<file path="src/rtl/wsurl_pkg.sv">
// Shared types and constants for the WebSocket URL checker.
package wsurl_pkg;

  localparam int MAX_URL_LEN_DEF  = 2048;
  localparam int MAX_HOST_LEN_DEF = 255;

  localparam logic [15:0] PORT_DEFAULT_WS  = 16'd80;
  localparam logic [15:0] PORT_DEFAULT_WSS = 16'd443;
  localparam logic [16:0] PORT_MAX         = 17'd65535;

  typedef enum logic [3:0] {
    STATUS_OK       = 4'd0,
    STATUS_EMPTY    = 4'd1,
    STATUS_TOO_LONG = 4'd2,
    STATUS_SCHEME   = 4'd3,
    STATUS_NO_HOST  = 4'd4,
    STATUS_FRAGMENT = 4'd5,
    STATUS_PORT     = 4'd6,
    STATUS_BRACKETS = 4'd7,
    STATUS_JUNK     = 4'd8,
    STATUS_BAD_HOST = 4'd9
  } status_e;

  typedef enum logic [1:0] {
    SCHEME_MATCH = 2'd0,
    SCHEME_DONE  = 2'd1,
    SCHEME_FAIL  = 2'd2
  } scheme_e;

  typedef enum logic [1:0] {
    BR_NONE    = 2'd0,
    BR_PENDING = 2'd1,
    BR_COLON   = 2'd2,
    BR_OTHER   = 2'd3
  } bracket_e;

  typedef struct packed {
    logic [7:0] url_char;
    logic       has_char;
    logic       last_char;
  } in_beat_t;

  typedef struct packed {
    status_e     status;
    logic        use_tls;
    logic [15:0] port_number;
    logic [11:0] host_offset;
    logic [7:0]  host_length;
    logic        path_given;
    logic [11:0] path_offset;
    logic [11:0] path_length;
  } out_beat_t;

endpackage

</file>
<file path="src/rtl/wsurl_core.sv">
// URL scan state, per-byte update and final verdict logic.
module wsurl_core #(
  parameter int MAX_URL_LEN  = wsurl_pkg::MAX_URL_LEN_DEF,
  parameter int MAX_HOST_LEN = wsurl_pkg::MAX_HOST_LEN_DEF
) (
  input  logic                 clk_i,
  input  logic                 rst_ni,
  input  logic                 accept_i,
  input  wsurl_pkg::in_beat_t  beat_i,
  output wsurl_pkg::out_beat_t verdict_o
);

  // counter holds MAX_URL_LEN + 1 when saturated
  localparam int CW = $clog2(MAX_URL_LEN + 2);

  localparam logic [2:0] PORT_CNT_MAX  = 3'd5;
  localparam logic [2:0] PORT_CNT_OVER = 3'd6;
  localparam logic [2:0] PORT_CNT_BAD  = 3'd7;

  typedef struct packed {
    logic [CW-1:0]        cnt;
    wsurl_pkg::scheme_e   scheme;
    logic                 tls;
    logic                 in_path;
    logic                 frag;
    logic                 colon;
    logic [CW-1:0]        auth_len;
    logic [CW-1:0]        last_colon;
    logic                 bad_before;
    logic                 bad_any;
    logic                 first_bad;
    logic                 first_lb;
    wsurl_pkg::bracket_e  bracket;
    logic [CW-1:0]        rbr;
    logic [CW-1:0]        path_start;
    logic [16:0]          port_acc;
    logic [2:0]           port_cnt;
  } scan_t;

  scan_t st_q, st_d, stp;

  function automatic logic host_ok(input logic [7:0] c);
    return (c >= "a" && c <= "z") || (c >= "A" && c <= "Z") ||
           (c >= "0" && c <= "9") || c == "." || c == "-" || c == "_" || c == ":";
  endfunction

  // returns {accumulator, digit count}
  function automatic logic [19:0] port_take(input logic [16:0] acc,
                                            input logic [2:0] cnt,
                                            input logic [7:0] c);
    logic [16:0] a;
    logic [2:0]  n;
    a = acc;
    n = cnt;
    if (cnt != PORT_CNT_BAD) begin
      if (c < "0" || c > "9") begin
        n = PORT_CNT_BAD;
      end else if (cnt >= PORT_CNT_MAX) begin
        n = PORT_CNT_OVER;
      end else begin
        a = (acc << 3) + (acc << 1) + {13'd0, c[3:0]};
        n = cnt + 3'd1;
      end
    end
    return {a, n};
  endfunction

  function automatic logic port_ok(input logic [16:0] acc, input logic [2:0] cnt);
    return cnt >= 3'd1 && cnt <= PORT_CNT_MAX && acc >= 17'd1 && acc <= wsurl_pkg::PORT_MAX;
  endfunction

  // per-byte update
  always_comb begin
    logic [7:0]    c;
    logic [CW-1:0] p;
    logic [CW-1:0] a;
    logic          good;
    logic [2:0]    p3;
    stp  = st_q;
    c    = beat_i.url_char;
    p    = st_q.cnt;
    a    = st_q.auth_len;
    p3   = p[2:0];
    good = 1'b0;
    if (beat_i.has_char) begin
      if (p < CW'(MAX_URL_LEN)) begin
        if (st_q.scheme == wsurl_pkg::SCHEME_MATCH) begin
          case (p3)
            3'd0: good = (c == "w");
            3'd1: good = (c == "s");
            3'd2: begin
              good    = (c == ":" || c == "s");
              stp.tls = (c == "s");
            end
            3'd3: good = st_q.tls ? (c == ":") : (c == "/");
            default: good = (c == "/");
          endcase
          if (!good) begin
            stp.scheme = wsurl_pkg::SCHEME_FAIL;
          end else if (p3 == (stp.tls ? 3'd5 : 3'd4)) begin
            stp.scheme = wsurl_pkg::SCHEME_DONE;
          end
        end else if (st_q.scheme == wsurl_pkg::SCHEME_DONE) begin
          if (st_q.in_path) begin
            if (c == "#") stp.frag = 1'b1;
          end else if (c == "/") begin
            stp.in_path    = 1'b1;
            stp.path_start = p;
          end else begin
            if (a == '0) begin
              stp.first_bad = !host_ok(c);
              stp.first_lb  = (c == "[");
            end
            if (c == ":") stp.colon = 1'b1;
            case (st_q.bracket)
              wsurl_pkg::BR_NONE: begin
                if (c == "]") begin
                  stp.bracket = wsurl_pkg::BR_PENDING;
                  stp.rbr     = a;
                end else begin
                  if (a != '0 && !host_ok(c)) stp.bad_any = 1'b1;
                  if (c == ":") begin
                    stp.last_colon = a;
                    stp.bad_before = stp.bad_any;
                    stp.port_acc   = '0;
                    stp.port_cnt   = '0;
                  end else begin
                    {stp.port_acc, stp.port_cnt} = port_take(st_q.port_acc, st_q.port_cnt, c);
                  end
                end
              end
              wsurl_pkg::BR_PENDING: begin
                if (c == ":") begin
                  stp.bracket  = wsurl_pkg::BR_COLON;
                  stp.port_acc = '0;
                  stp.port_cnt = '0;
                end else begin
                  stp.bracket = wsurl_pkg::BR_OTHER;
                end
              end
              wsurl_pkg::BR_COLON: begin
                {stp.port_acc, stp.port_cnt} = port_take(st_q.port_acc, st_q.port_cnt, c);
              end
              default: begin
              end
            endcase
            stp.auth_len = a + CW'(1);
          end
        end
      end
      if (p <= CW'(MAX_URL_LEN)) stp.cnt = p + CW'(1);
    end
  end

  // verdict on the updated state
  always_comb begin
    logic [CW-1:0] hlen;
    logic          hbad;
    logic          chk;
    logic [3:0]    hoff;
    logic [15:0]   port;
    verdict_o = '0;
    hlen      = '0;
    hbad      = 1'b0;
    chk       = 1'b0;
    hoff      = stp.tls ? 4'd6 : 4'd5;
    port      = stp.tls ? wsurl_pkg::PORT_DEFAULT_WSS : wsurl_pkg::PORT_DEFAULT_WS;
    if (stp.cnt == '0) begin
      verdict_o.status = wsurl_pkg::STATUS_EMPTY;
    end else if (stp.cnt > CW'(MAX_URL_LEN)) begin
      verdict_o.status = wsurl_pkg::STATUS_TOO_LONG;
    end else if (stp.scheme != wsurl_pkg::SCHEME_DONE) begin
      verdict_o.status = wsurl_pkg::STATUS_SCHEME;
    end else begin
      verdict_o.use_tls = stp.tls;
      if (stp.auth_len == '0) begin
        verdict_o.status = wsurl_pkg::STATUS_NO_HOST;
      end else if (stp.frag) begin
        verdict_o.status = wsurl_pkg::STATUS_FRAGMENT;
      end else if (stp.colon && stp.bracket == wsurl_pkg::BR_NONE) begin
        if (!port_ok(stp.port_acc, stp.port_cnt)) begin
          verdict_o.status = wsurl_pkg::STATUS_PORT;
        end else begin
          port = stp.port_acc[15:0];
          hlen = stp.last_colon;
          hbad = stp.first_bad || stp.bad_before;
          chk  = 1'b1;
        end
      end else if (stp.colon) begin
        if (!stp.first_lb) begin
          verdict_o.status = wsurl_pkg::STATUS_BRACKETS;
        end else if (stp.bracket == wsurl_pkg::BR_OTHER) begin
          verdict_o.status = wsurl_pkg::STATUS_JUNK;
        end else if (stp.bracket == wsurl_pkg::BR_COLON &&
                     !port_ok(stp.port_acc, stp.port_cnt)) begin
          verdict_o.status = wsurl_pkg::STATUS_PORT;
        end else begin
          if (stp.bracket == wsurl_pkg::BR_COLON) port = stp.port_acc[15:0];
          hoff = hoff + 4'd1;
          hlen = stp.rbr - CW'(1);
          hbad = stp.bad_any;
          chk  = 1'b1;
        end
      end else begin
        hlen = stp.auth_len;
        hbad = stp.first_bad || stp.bad_any || stp.bracket != wsurl_pkg::BR_NONE;
        chk  = 1'b1;
      end
      if (chk) begin
        if (hlen == '0 || 32'(hlen) > 32'(MAX_HOST_LEN) || hbad) begin
          verdict_o.status = wsurl_pkg::STATUS_BAD_HOST;
        end else begin
          verdict_o.status      = wsurl_pkg::STATUS_OK;
          verdict_o.port_number = port;
          verdict_o.host_offset = 12'(hoff);
          verdict_o.host_length = 8'(hlen);
          if (stp.in_path) begin
            verdict_o.path_given  = 1'b1;
            verdict_o.path_offset = 12'(stp.path_start);
            verdict_o.path_length = 12'(stp.cnt - stp.path_start);
          end
        end
      end
    end
  end

  // start over after each verdict
  always_comb begin
    st_d = st_q;
    if (accept_i) begin
      st_d = beat_i.last_char ? scan_t'('0) : stp;
    end
  end

  always_ff @(posedge clk_i or negedge rst_ni) begin
    if (!rst_ni) begin
      st_q <= '0;
    end else begin
      st_q <= st_d;
    end
  end

endmodule

</file>
<file path="config.mk">
export PLATFORM = sky130hd
export DESIGN_NAME = wsurl_core
export DESIGN_NICKNAME = d
export VERILOG_FILES = /design/src/rtl/wsurl_pkg.sv /design/src/rtl/wsurl_core.sv
export SDC_FILE = /design/constraint.sdc
export NUM_CORES = 1
export LEC_CHECK = 0
export ABC_AREA = 1
export BUFFER_PORTS_ARGS = -buffer_cell sky130_fd_sc_hd__buf_2
export CAP_MARGIN = 10
export CORE_MARGIN = 2
export CORE_UTILIZATION = 50
export DETAILED_ROUTE_END_ITERATION = 6
export GPL_ROUTABILITY_DRIVEN = 0
export PLACE_DENSITY = 0.75
export RECOVER_POWER = 50
export SLEW_MARGIN = 0
export SYNTH_ARGS = -nofsm -noshare
export SYNTH_HDL_FRONTEND = slang
export SYNTH_SLANG_ARGS = --single-unit
</file>
<file path="constraint.sdc">
create_clock -name clk_i -period 8.1 [get_ports clk_i]
set_input_delay 1.215 -clock clk_i [delete_from_list [all_inputs] [get_ports clk_i]]
set_output_delay 1.215 -clock clk_i [all_outputs]
set_load 0.02 [all_outputs]
</file>
## Yosys cells after proc, flatten, opt, wreduce, memory -nomap -nowiden

Cells that the tools add are included.

- Equality and inequality tests: 21
- Add/subtract/negate cells: 8
- Multiplexer cells: 117
- Reductions and logical operators: 34
- $lt $le $gt $ge: 17

Operators with widths:

| cell | number |
|---|---|
| 2-to-1 mux 62 bit | 3 |
| 2-to-1 mux 92 bit | 2 |
| 2-to-1 mux 12 bit | 14 |
| 2-to-1 mux 77 bit | 2 |
| 2-to-1 mux 16 bit | 9 |
| 2-to-1 mux 61 bit | 2 |
| 2-to-1 mux 20 bit | 4 |
| 2-to-1 mux 80 bit | 1 |
| 2-to-1 mux 75 bit | 1 |
| 2-to-1 mux 4 bit | 18 |
| case mux 20 bit (3 select lines) | 1 |
| 2-to-1 mux 17 bit | 3 |
| zero test 12 bit | 4 |
| 2-to-1 mux 43 bit | 1 |
| 2-to-1 mux 14 bit | 3 |
| equality test 8 x 6 -> 1 bit, second input constant | 5 |
| equality test 8 x 7 -> 1 bit, second input constant | 5 |
| 2-to-1 mux 1 bit | 38 |
| 2-to-1 mux 25 bit | 1 |
| adder 12 x 1 -> 12 bit, second input constant | 2 |
| 2-to-1 mux 3 bit | 6 |
| adder 17 bit | 1 |
| adder 17 x 4 -> 17 bit | 1 |
| greater-or-equal comparator 17 x 1 -> 1 bit, second input constant | 1 |
| other kinds (37) | 69 |

- Register bits: 92
- Output and inout port bits: 66

## Depth between registers and ports, before layout

Gate-level depths: netlist (run 1).

- Word-level depth: 44
- Mapped depth: 30

## Least setup slack after synthesis (run 1)

OpenSTA, ideal clock, no wires.

- Kind: input-to-output
- Start: in beat_i[5] in the netlist's numbering
- End: out verdict_o[33] in the netlist's numbering
- Stages on the path: 27
- Slack: 2322 ps
- Buffers on the path: 1
- Arrival: 4563 ps
- Cell sequence: inv_1 -> fa_1 -> inv_1 -> ha_1 -> nand3_1 -> nand2_1 -> nand2_1 -> nand2_1 -> nand2_1 -> nand2_1 -> or2_2 -> nand3_1 -> nand2_1 -> inv_2 -> nand2_1 -> nor2_1 -> nand3_2 -> nand2_4 -> nand2_4 -> nand2_2 -> nor2_1 -> nand2_1 -> nand2_1 -> o21ai_4 -> nand3_4 -> buf_4 -> a21oi_1

RTL lines:

| item | RTL line | text |
|---|---|---|
| start: declaration | wsurl_core.sv:9 | `input wsurl_pkg::in_beat_t beat_i,` |
| end: declaration | wsurl_core.sv:10 | `output wsurl_pkg::out_beat_t verdict_o` |

==> impl_results.md, run 1 <==
- Final hold vios: 0
- I/O pin cnt: 79
- Power Density: 128.9 nW/um^2
- Critical Path RT: roughly 6.9 ns
- Via count: approximately 8400
- MaxCap Viol Count: 4
- Cts bufs inserted: 9
- WL per Instance: 14.82 um
- DRT Pass-1 Iters: 5
- Distinct cells, synth: 54
- Maximum VDD drop: between 100 and 150 uV
- Largest net degree at the start of global routing: 61
- Clk_lat worst skew: 0.36 ns
- Area leader, netlist: dfrtp_1
- Final setup vio count: 0
- Initial drt markers: 658
- P_leak: between 5 and 6 nW
- Post-route minimum period: between 6 and 7 ns
- Setup Fix Bufs, Post-CTS: 0
- Synth Area in Compound Gates: 0.1658
- Fin cells: roughly 1500
- Critical path arrival: around 5.5 ns
- RSZ-0062 raised after global routing: no
- Vias in the first global route: between 7000 and 8000
- Max Freq: ~150 MHz
- Max clock buf depth: 2
- Yosys top cell area share: 0.2664
- Min-Delay Path Class: reg2reg
- Status: complete, but fails checks
- P&R area growth vs syn: 8.542%
- Antenna Nets Post-Route: 0
- Synth Register Bits: 92
- WP buf/inv: 5
- Leading registers by flop count: st_q (92)
- Die width: between 100 and 150 um
- Initial antenna violation count: 0
- WL final: 22780 um
- Initial Utilization: 0.5049
- Residual DRC: 0
- CTS-repair resized insts: 0
- CP Class: in2out
- Nets: between 1000 and 1500
- CP most frequent cell: nand2_1
- Asr flop ratio synth: 1.000
- Largest family of logic cells by synthesized area: simple AND/OR/NAND/NOR gates
- Clk Tree Root Cell: clkbuf_16
- Die height: 135.5 um
- CTS clk-pin slew, worst paths: 0.07 ns
- Largest register FFs: 92
- Placed inst area: 9070 sq um
- Die area: approximately 18000 sq um
- Mux cell area share after synthesis: 0
- Slowest stage cell, crit path: nand4_4
- Layout cell share with drive strength beyond 1: 0.1372
- Setup WS post-layout: 1.356 ns
- Core ar.: 17120 sq um
- Number of flops mapped to enable cells by yosys: 0
- Pre-CTS setup slack: 1.334 ns
- XOR/XNOR Fraction of Synth Area: 0.04155
- Setup TNS: 0 ns
- Synth Instances: 1260
- Sinks on Clock Net: 92
- Family with the most delay on the worst path: simple AND/OR/NAND/NOR gates
- Synth Flop Type: dfrtp_1
- Sequential cell area fraction in the yosys report: 0.2664
- Slew Viols, Final: 189
- Detailed Place HPWL: 17280 um
- Cells after DPL: roughly 1500
- CP endpoint kind: output pin
- Hold_buf cts: 0
- I/O Buffers: 69
- Final instance area: ~9400 sq um
- Synthesis Warnings: 0
- Rows: 48
- Setup Skew: between 0.01 and 0.015 ns
- Synth Area per Inst: slightly below 7 sq um
- Top reg by flops: st_q
- Gr usage total: 0.2523
- CTS tree: yes
- Most frequent cells in the layout: 269 x nand2_1, 194 x inv_1, 113 x nor2_1
- H-Tree Level Count: 3
- Crit path launch type: primary input
- Synth Area in Adders: 0.08079
- Leading cell type in the layout, fill and taps excluded: nand2_1
- Global route total overflow: 0
- Global-route wire length before repair: 37390 um
- Post-synthesis simple-gate area fraction: 0.3229
- Area contributors post-synth: dfrtp_1 27%, nand2_1 12%, inv_1 8.4%
- Pwr Total: 1.209 mW
- Vias per Instance: roughly 5.5
- Failing checks: capacitance limit, slew limit
- Least-Margin Pin Slew: 3.406 ns
- CP peak stage delay: 0.65 ns
- Inserted Diodes: 0
- Worst-path fanout max: 25
- Relative slew slack: -1.271
- Mapped Area: a little under 9000 sq um
- Final period utilization: 0.8326
[final timing paths]
check	startpoint	endpoint	slack (ns)	cells past startpoint
max	beat_i[5]	verdict_o[4]	1.36	28
min	st_q[47]	st_q[47]	0.49	2
max reg2reg	st_q[5]	st_q[19]	5.43	13
min reg2reg	st_q[47]	st_q[47]	0.49	2
max in group asynchronous	rst_ni	st_q[87]	2.78	2
min in group asynchronous	rst_ni	st_q[32]	1.33	1
[stage by stage]
stage,util,hold WS (ns)
after detailed placement,0.5299,0.4691
final,0.5480,0.4855
after global routing,0.5480,0.5083
after floorplan,-,0.4479
after CTS,0.5488,0.4861
after global placement,0.5299,0.4634
[routing by layer]
metal	global-route usage	up-vias	wire, um	share of wire
met5	0	-	0	0
met4	0.09896	0	613	0.027
met3	0.03180	44	1386	0.061
met2	0.4030	253	10390	0.46
met1	0.3492	3923	10380	0.46
li1	-	4221	-	-
[cells by family after synthesis]
kind of cell | Yosys count
xor gates and xnor gates | 41
adders and majority gates | 54
buffers and inverters | 256
AOI/OAI and AO/OA | 245
and+or+nand+nor | 571
other | 1
DFF | 92
[cell usage after synthesis, drive strengths merged (2+ instances only)]
master	number
xnor2	7
nand4	25
xor2	34
a41oi	2
inv	210
or2	9
a21o	2
ha	51
o21a	2
clkbuf	24
nor3	22
a211oi	2
o21ai	102
fa	3
o21bai	4
o211ai	5
buf	21
and2	2
dfrtp	92
nor4	12
o22ai	66
a21oi	52
nor2	147
nand3b	3
nand2	281
nand3	69
o2111ai	3
[power breakdown]
group | internal, mW | total (mW) | switching, mW
clock | 0.275 | 0.475 | 0.200
sequential | 0.467 | 0.478 | 0.0107
combinational | 0.0810 | 0.256 | 0.175
total | 0.823 | 1.21 | 0.386
[final cells by class]
type	instances	area [sq um]
Inverter	211	794.5
Fill cell	1651	7736
Multi-Input combinational cell	920	5314
Sequential cell	92	2302
Clock inverter	6	93.84
Tap cell	225	281.5
Clock buffer	10	229.0
Timing Repair Buffer	73	365.4
[tightest hold or removal path, cell delays in order (launching register included)]
cell     delay [ns]
dfrtp_1        0.34
nand2_1        0.05
o21ai_0        0.06
No activity file was read; power rests on OpenSTA's default activity.
==> run 2: changes to the inputs <==
--- a/config.mk
+++ b/config.mk
@@ -12,7 +12,7 @@
 export CORE_UTILIZATION = 50
 export DETAILED_ROUTE_END_ITERATION = 6
 export GPL_ROUTABILITY_DRIVEN = 0
-export PLACE_DENSITY = 0.75
+export PLACE_DENSITY = 0.78
 export RECOVER_POWER = 50
 export SLEW_MARGIN = 0
 export SYNTH_ARGS = -nofsm -noshare
==> constraint.sdc (replaced) <==
create_clock -name clk_i -period 6.1 [get_ports clk_i]
set_input_delay 0.915 -clock clk_i [delete_from_list [all_inputs] [get_ports clk_i]]
set_output_delay 0.915 -clock clk_i [all_outputs]
set_load 0.02 [all_outputs]
==> impl_results.md, run 2 (synthesized netlist as in run 1, its figures left out) <==
- RSZ-0062 raised after global routing: yes
- Cells after DPL: 1530 (+0.59%)
- Critical Path End: verdict_o[4]
- Clk_lat worst skew: 0.36 ns (about the same)
- Detailed Place HPWL: 16940 um (-2.0%)
- Vias in the first global route: 7808 (+0.10%)
- Power Density: 161.8 nW/um^2 (+25%)
- Critical path arrival: 4.90 ns (-0.63 ns)
- I/O Buffers: 69 (unchanged)
- Layout cell share with drive strength beyond 1: 0.1479 (+0.01073)
- Inserted Diodes: 0 (unchanged)
- Cts bufs inserted: 9 (unchanged)
- Initial drt markers: 687 (+4.4%)
- Max Freq: between 150 and 200 MHz
- P&R area growth vs syn: 9.889%
- Top reg by flops: st_q
- Final instance area: 9497 sq um (+1.2%)
- Pwr Total: 1.536 mW (+27%)
- Reg2Reg Depth: 14 (+1)
- Global route total overflow: 0 (unchanged)
- Final hold vios: 0 (unchanged)
- CP Launch Point: beat_i[5]
- Global-route wire length before repair: 37120 um (-0.74%)
- Core ar.: 17120 sq um (unchanged)
- Most frequent cells in the layout: 269 x nand2_1, 194 x inv_1, 113 x nor2_1
- DRT Pass-1 Iters: 5 (unchanged)
- Failing checks: capacitance limit, slew limit
- Leading registers by flop count: st_q (92)
- I/O pin cnt: 79 (unchanged)
- Via count: 8510 (+0.82%)
- Initial Utilization: 0.5049 (unchanged)
- CP endpoint kind: output pin
- CP most frequent cell: nand2_1
- Die height: 135.5 um (unchanged)
- Initial antenna violation count: 0 (unchanged)
- R2R setup slack: 3.44 ns (-1.99 ns)
- Rows: 48 (unchanged)
- Relative slew slack: -0.2682 (+1.002)
- Final Util: 0.5548 (+0.006799)
- Clk Tree Root Cell: clkbuf_16
- H-Tree Level Count: 3 (unchanged)
- CP peak stage delay: 0.58 ns (-0.07 ns)
- Final setup vio count: 0 (unchanged)
- Final period utilization: 0.9525
- Fillers: 1618 (-2.0%)
- Fin cells: 1550 (+0.85%)
- Crit Reg-Reg Endpoint: st_q[13]
- Leading cell type in the layout, fill and taps excluded: nand2_1
- Max clock buf depth: 2 (unchanged)
- WL final: 23080 um (+1.3%)
- Nets: 1387 (+0.95%)
- CP Class: in2out
- Beginning of the worst register-to-register path: st_q[4]
- Critical Path RT: 5.18 ns (-1.70 ns)
- Sinks on Clock Net: 92 (unchanged)
- Gr usage total: 0.2507 (-0.001593)
- Setup Skew: 0.01382 ns (+0.0006289 ns)
- Crit path launch type: primary input
- Vias per Instance: 5.490 (about the same)
- P_leak: 5.149 nW (+1.7%)
- MaxCap Viol Count: 3 (-1)
- Least-Margin Pin Slew: 1.902 ns (-1.503 ns)
- Die area: 18350 sq um (unchanged)
- WL per Instance: 14.89 um (+0.47%)
- Post-route minimum period: 5.810 ns
- Maximum VDD drop: 124.4 uV (+9.5%)
- Slew Viols, Final: 187 (-1.1%)
- Largest net degree at the start of global routing: 92 (+51%)
- Status: complete, but fails checks
- Residual DRC: 0 (unchanged)
- Placed inst area: 9150 sq um (+0.88%)
- Largest register FFs: 92 (unchanged)
- CTS tree: yes
- Min-Delay Path Class: reg2reg
- Worst-path fanout max: 10 (-60%)
- Die width: 135.5 um (unchanged)
- CTS clk-pin slew, worst paths: 0.07 ns (about the same)
- Slowest stage cell, crit path: fa_1
- Antenna Nets Post-Route: 0 (unchanged)
-- run 2: changes by cell type in the layout (fill, tap and decap cells not counted), sizes merged --
| cell | before | now |
|---|---|---|
| buf | 69 | 82 |
| clkbuf | 14 | 17 |
| bufinv | 2 | 0 |
| inv | 213 | 212 |
-- run 2: power by group --
part           switching, mW  internal [mW]
clock network          0.256          0.305
registers             0.0137          0.621
logic                  0.233          0.109
total                  0.503           1.03
-- run 2: worst min path at each step --
| stage | from | to | slack [ns] | depth (start not counted) |
|---|---|---|---|---|
| 2_1_floorplan | st_q[41] | st_q[41] | 0.45 | 2 |
| 3_5_place_dp | st_q[47] | st_q[47] | 0.47 | 2 |
| 3_3_place_gp | st_q[47] | st_q[47] | 0.46 | 2 |
| 4_1_cts | rst_ni | st_q[51] | 0.48 | 1 |
| 5_1_grt | st_q[33] | st_q[33] | 0.51 | 2 |
| 6_report | st_q[43] | st_q[43] | 0.49 | 2 |
-- run 2: through the flow --
| step | hold slack (ns) | worst slack, ns | setup TNS [ns] |
|---|---|---|---|
| after floorplan | 0.4479 | 0.9222 | 0 |
| after global placement | 0.4620 | 0.3979 | 0 |
| after detailed placement | 0.4682 | 0.3140 | 0 |
| after CTS | 0.4832 | 0.3024 | 0 |
| after global routing | 0.5084 | -0.05814 | -0.3655 |
| final | 0.4892 | 0.2897 | 0 |
-- run 2: area by class of cell --
class	instances	area, sq um	area share
Multi-Input combinational cell	920	5314	0.5596
Sequential cell	92	2302	0.2424
Inverter	211	794.5	0.08366
Timing Repair Buffer	86	515.5	0.05428
Tap cell	225	281.5	0.02964
Clock buffer	13	260.3	0.02740
Clock inverter	3	28.78	0.003030
-- run 2: routing by layer --
layer	vias up	wire, um	GRT usage
li1	4240	-	-
met1	3968	10460	0.3401
met2	251	10740	0.4075
met3	51	1226	0.03779
met4	0	653	0.09201
met5	-	0	0
-- run 2: critical path: cells and delay by family --
kind,cells,cell delay [ns]
buf+inv,6,0.79
simple gates,20,2.08
fa+ha+maj,2,0.86
compound gates,1,0.21
-- run 2: what timing repair did --
item / in CTS / in global routing
gates resized for setup: 0 / 1
buffers inserted: 0 / 2
hold buffers: 0 / 0
endpoints found under the setup margin: 0 / 26
==> run 3: changes to the inputs <==
--- a/config.mk
+++ b/config.mk
@@ -12,7 +12,7 @@
 export CORE_UTILIZATION = 50
 export DETAILED_ROUTE_END_ITERATION = 6
 export GPL_ROUTABILITY_DRIVEN = 0
-export PLACE_DENSITY = 0.78
+export PLACE_DENSITY = 0.72
 export RECOVER_POWER = 50
 export SLEW_MARGIN = 0
 export SYNTH_ARGS = -nofsm -noshare
==> impl_results.md, run 3 (synthesized netlist as in run 1, its figures left out) <==
- Busiest grt layer: met2
- Max clock buf depth: 2 (unchanged)
- Gr usage total: 0.2572 (+0.006436)
- CTS clk-pin slew, worst paths: 0.07 ns (about the same)
- P&R area growth vs syn: 10.00%
- Sequential Power Share: 0.388 (-0.025)
- Maximum VDD drop: 108.4 uV (-13%)
- Setup TNS: 0 ns (unchanged)
- Switching Share: 0.3039 (-0.02325)
- R2R setup slack: 3.38 ns (-0.06 ns)
- CTS-repair resized insts: 0 (unchanged)
- Relative slew slack: -1.225 (-0.9564)
- Core ar.: 17120 sq um (unchanged)
- Setup Fix Bufs, Post-CTS: 0 (unchanged)
- P_leak: 5.115 nW (-0.65%)
- Initial antenna violation count: 0 (unchanged)
- WL per Instance: 15.30 um (+2.7%)
- Hold_buf cts: 0 (unchanged)
- Nets: 1387 (unchanged)
- Setup WS post-layout: 0.3713 ns (+0.08159 ns)
- Final hold vios: 0 (unchanged)
- Residual DRC: 0 (unchanged)
- Cts bufs inserted: 9 (unchanged)
- Status: complete, but fails checks
- Die width: 135.5 um (unchanged)
- DRT Pass-1 Iters: 7 (+2)
- CP endpoint kind: output pin
- Final period utilization: 0.9391 (-0.01338)
- CP peak stage delay: 0.58 ns (about the same)
- Reg2Reg Depth: 13 (-1)
- Top reg by flops: st_q
- Final instance area: 9507 sq um (+0.11%)
- H-Tree Level Count: 3 (unchanged)
- Reg area: 2302 sq um (unchanged)
- Via count: 8488 (-0.26%)
- Post-route minimum period: 5.729 ns (-0.08159 ns)
- Vias in the first global route: 7767 (-0.53%)
- CP Class: in2out
- Area of the multi-input gates: 5306 sq um (-0.14%)
- Setup Skew: 0.01125 ns (-0.002576 ns)
- Slowest stage cell, crit path: fa_1
- Worst-path fanout max: 27 (+17)
- Layout cell share with drive strength beyond 1: 0.1435 (-0.004420)
- Inserted Diodes: 0 (unchanged)
- Comb power frac: 0.208 (-0.014)
- CP most frequent cell: nand2_1
- Largest register FFs: 92 (unchanged)
- Least-Margin Pin Slew: 3.337 ns (+1.435 ns)
- Rows: 48 (unchanged)
- Sinks on Clock Net: 92 (unchanged)
- Crit Reg-Reg Endpoint: st_q[19]
- RSZ-0062 raised after global routing: no
- Hold path startpoint: st_q[47]
- Initial drt markers: 499 (-27%)
- Net Switching: 497.2 uW (-1.1%)
- CP Launch Point: beat_i[5]
- Most frequent cells in the layout: 270 x nand2_1, 194 x inv_1, 113 x nor2_1
- Leading cell type in the layout, fill and taps excluded: nand2_1
- Global route total overflow: 0 (unchanged)
- Max Freq: 174.6 MHz (+1.4%)
- Vias per Instance: 5.480 (-0.19%)
- Crit path launch type: primary input
- Clock Power Share: 0.405 (+0.040)
- Final Util: 0.5554 (+0.0005840)
- Clk_lat worst skew: 0.36 ns (about the same)
- Antenna Nets Post-Route: 0 (unchanged)
- Met1 Use GR: 0.3476 (+0.007451)
- Min-Delay Path Class: reg2reg
- Initial Utilization: 0.5049 (unchanged)
- Clk Tree Root Cell: clkbuf_16
- WL final: 23690 um (+2.7%)
- Global-route wire length before repair: 37940 um (+2.2%)
- Critical path arrival: 4.81 ns (-0.09 ns)
- Placed inst area: 9173 sq um (+0.25%)
- Final setup vio count: 0 (unchanged)
- MaxCap Viol Count: 4 (+1)
- Die height: 135.5 um (unchanged)
- Die area: 18350 sq um (unchanged)
- Leading registers by flop count: st_q (92)
- WHS Endpoint: st_q[47]
- I/O Buffers: 69 (unchanged)
- Detailed Place HPWL: 17210 um (+1.6%)
- GR Util met2: 0.4208 (+0.01325)
- Slew Viols, Final: 248 (+33%)
- CTS tree: yes
- Worst hold path depth: 2 (unchanged)
- Critical Path RT: 5.18 ns (about the same)
- Met3 usage in global routing: 0.03779 (unchanged)
- Beginning of the worst register-to-register path: st_q[3]
- Cell-internal power: 1.139 mW (+10%)
- I/O pin cnt: 79 (unchanged)
- Fillers: 1687 (+4.3%)
- Power Density: 172.1 nW/um^2 (+6.4%)
- Largest net degree at the start of global routing: 85 (-7.6%)
- Failing checks: capacitance limit, slew limit
- Pre-CTS setup slack: 0.3704 ns (+0.05640 ns)
[run 3: layout make-up]
| cell class | count | area share |
|---|---|---|
| Multi-Input combinational cell | 920 | 0.5582 |
| Tap cell | 225 | 0.02961 |
| Clock buffer | 11 | 0.02553 |
| Inverter | 211 | 0.08357 |
| Timing Repair Buffer | 86 | 0.05067 |
| Sequential cell | 92 | 0.2422 |
| Clock inverter | 4 | 0.01027 |
[run 3: how the worst max path moves through the flow]
stage                         end  slack (ns)  cells past startpoint
floorplan           verdict_o[33]        0.92                     27
global route        verdict_o[50]        0.01                     29
global placement    verdict_o[59]        0.47                     28
CTS                 verdict_o[59]        0.36                     28
finish              verdict_o[59]        0.37                     28
detailed placement  verdict_o[59]        0.37                     28
[run 3: routing by layer]
| layer | up-vias | routed length [um] |
|---|---|---|
| met2 | 245 | 11110 |
| li1 | 4240 | - |
| met1 | 3956 | 10800 |
| met3 | 47 | 1162 |
| met5 | - | 0 |
| met4 | 0 | 621 |
[run 3: through the flow]
stage | hold slack, ns | power [mW] | instances
after floorplan | 0.4479 | 0.8972 | 1268
after detailed placement | 0.4680 | 0.9823 | 1533
final | 0.4853 | 1.636 | 1549
after global routing | 0.5068 | 1.704 | 1549
after global placement | 0.4622 | 0.9792 | 1533
after CTS | 0.4848 | 1.641 | 1548
[run 3: critical path, delay by kind of cell]
family                     cells  cell delay, ns
AOI/OAI and AO/OA              1            0.20
adders and majority gates      2            0.86
buffers and inverters          5            0.57
and+or+nand+nor               20            2.23
[run 3: power by group through the flow]
| stage | logic [mW] | clock network (mW) | registers [mW] |
|---|---|---|---|
| 6_report | 0.340 | 0.662 | 0.634 |
| 5_1_grt | 0.378 | 0.691 | 0.635 |
| 4_1_cts | 0.339 | 0.668 | 0.634 |
| 3_5_place_dp | 0.337 | 0 | 0.645 |
| 3_3_place_gp | 0.334 | 0 | 0.645 |
| 2_1_floorplan | 0.257 | 0 | 0.640 |
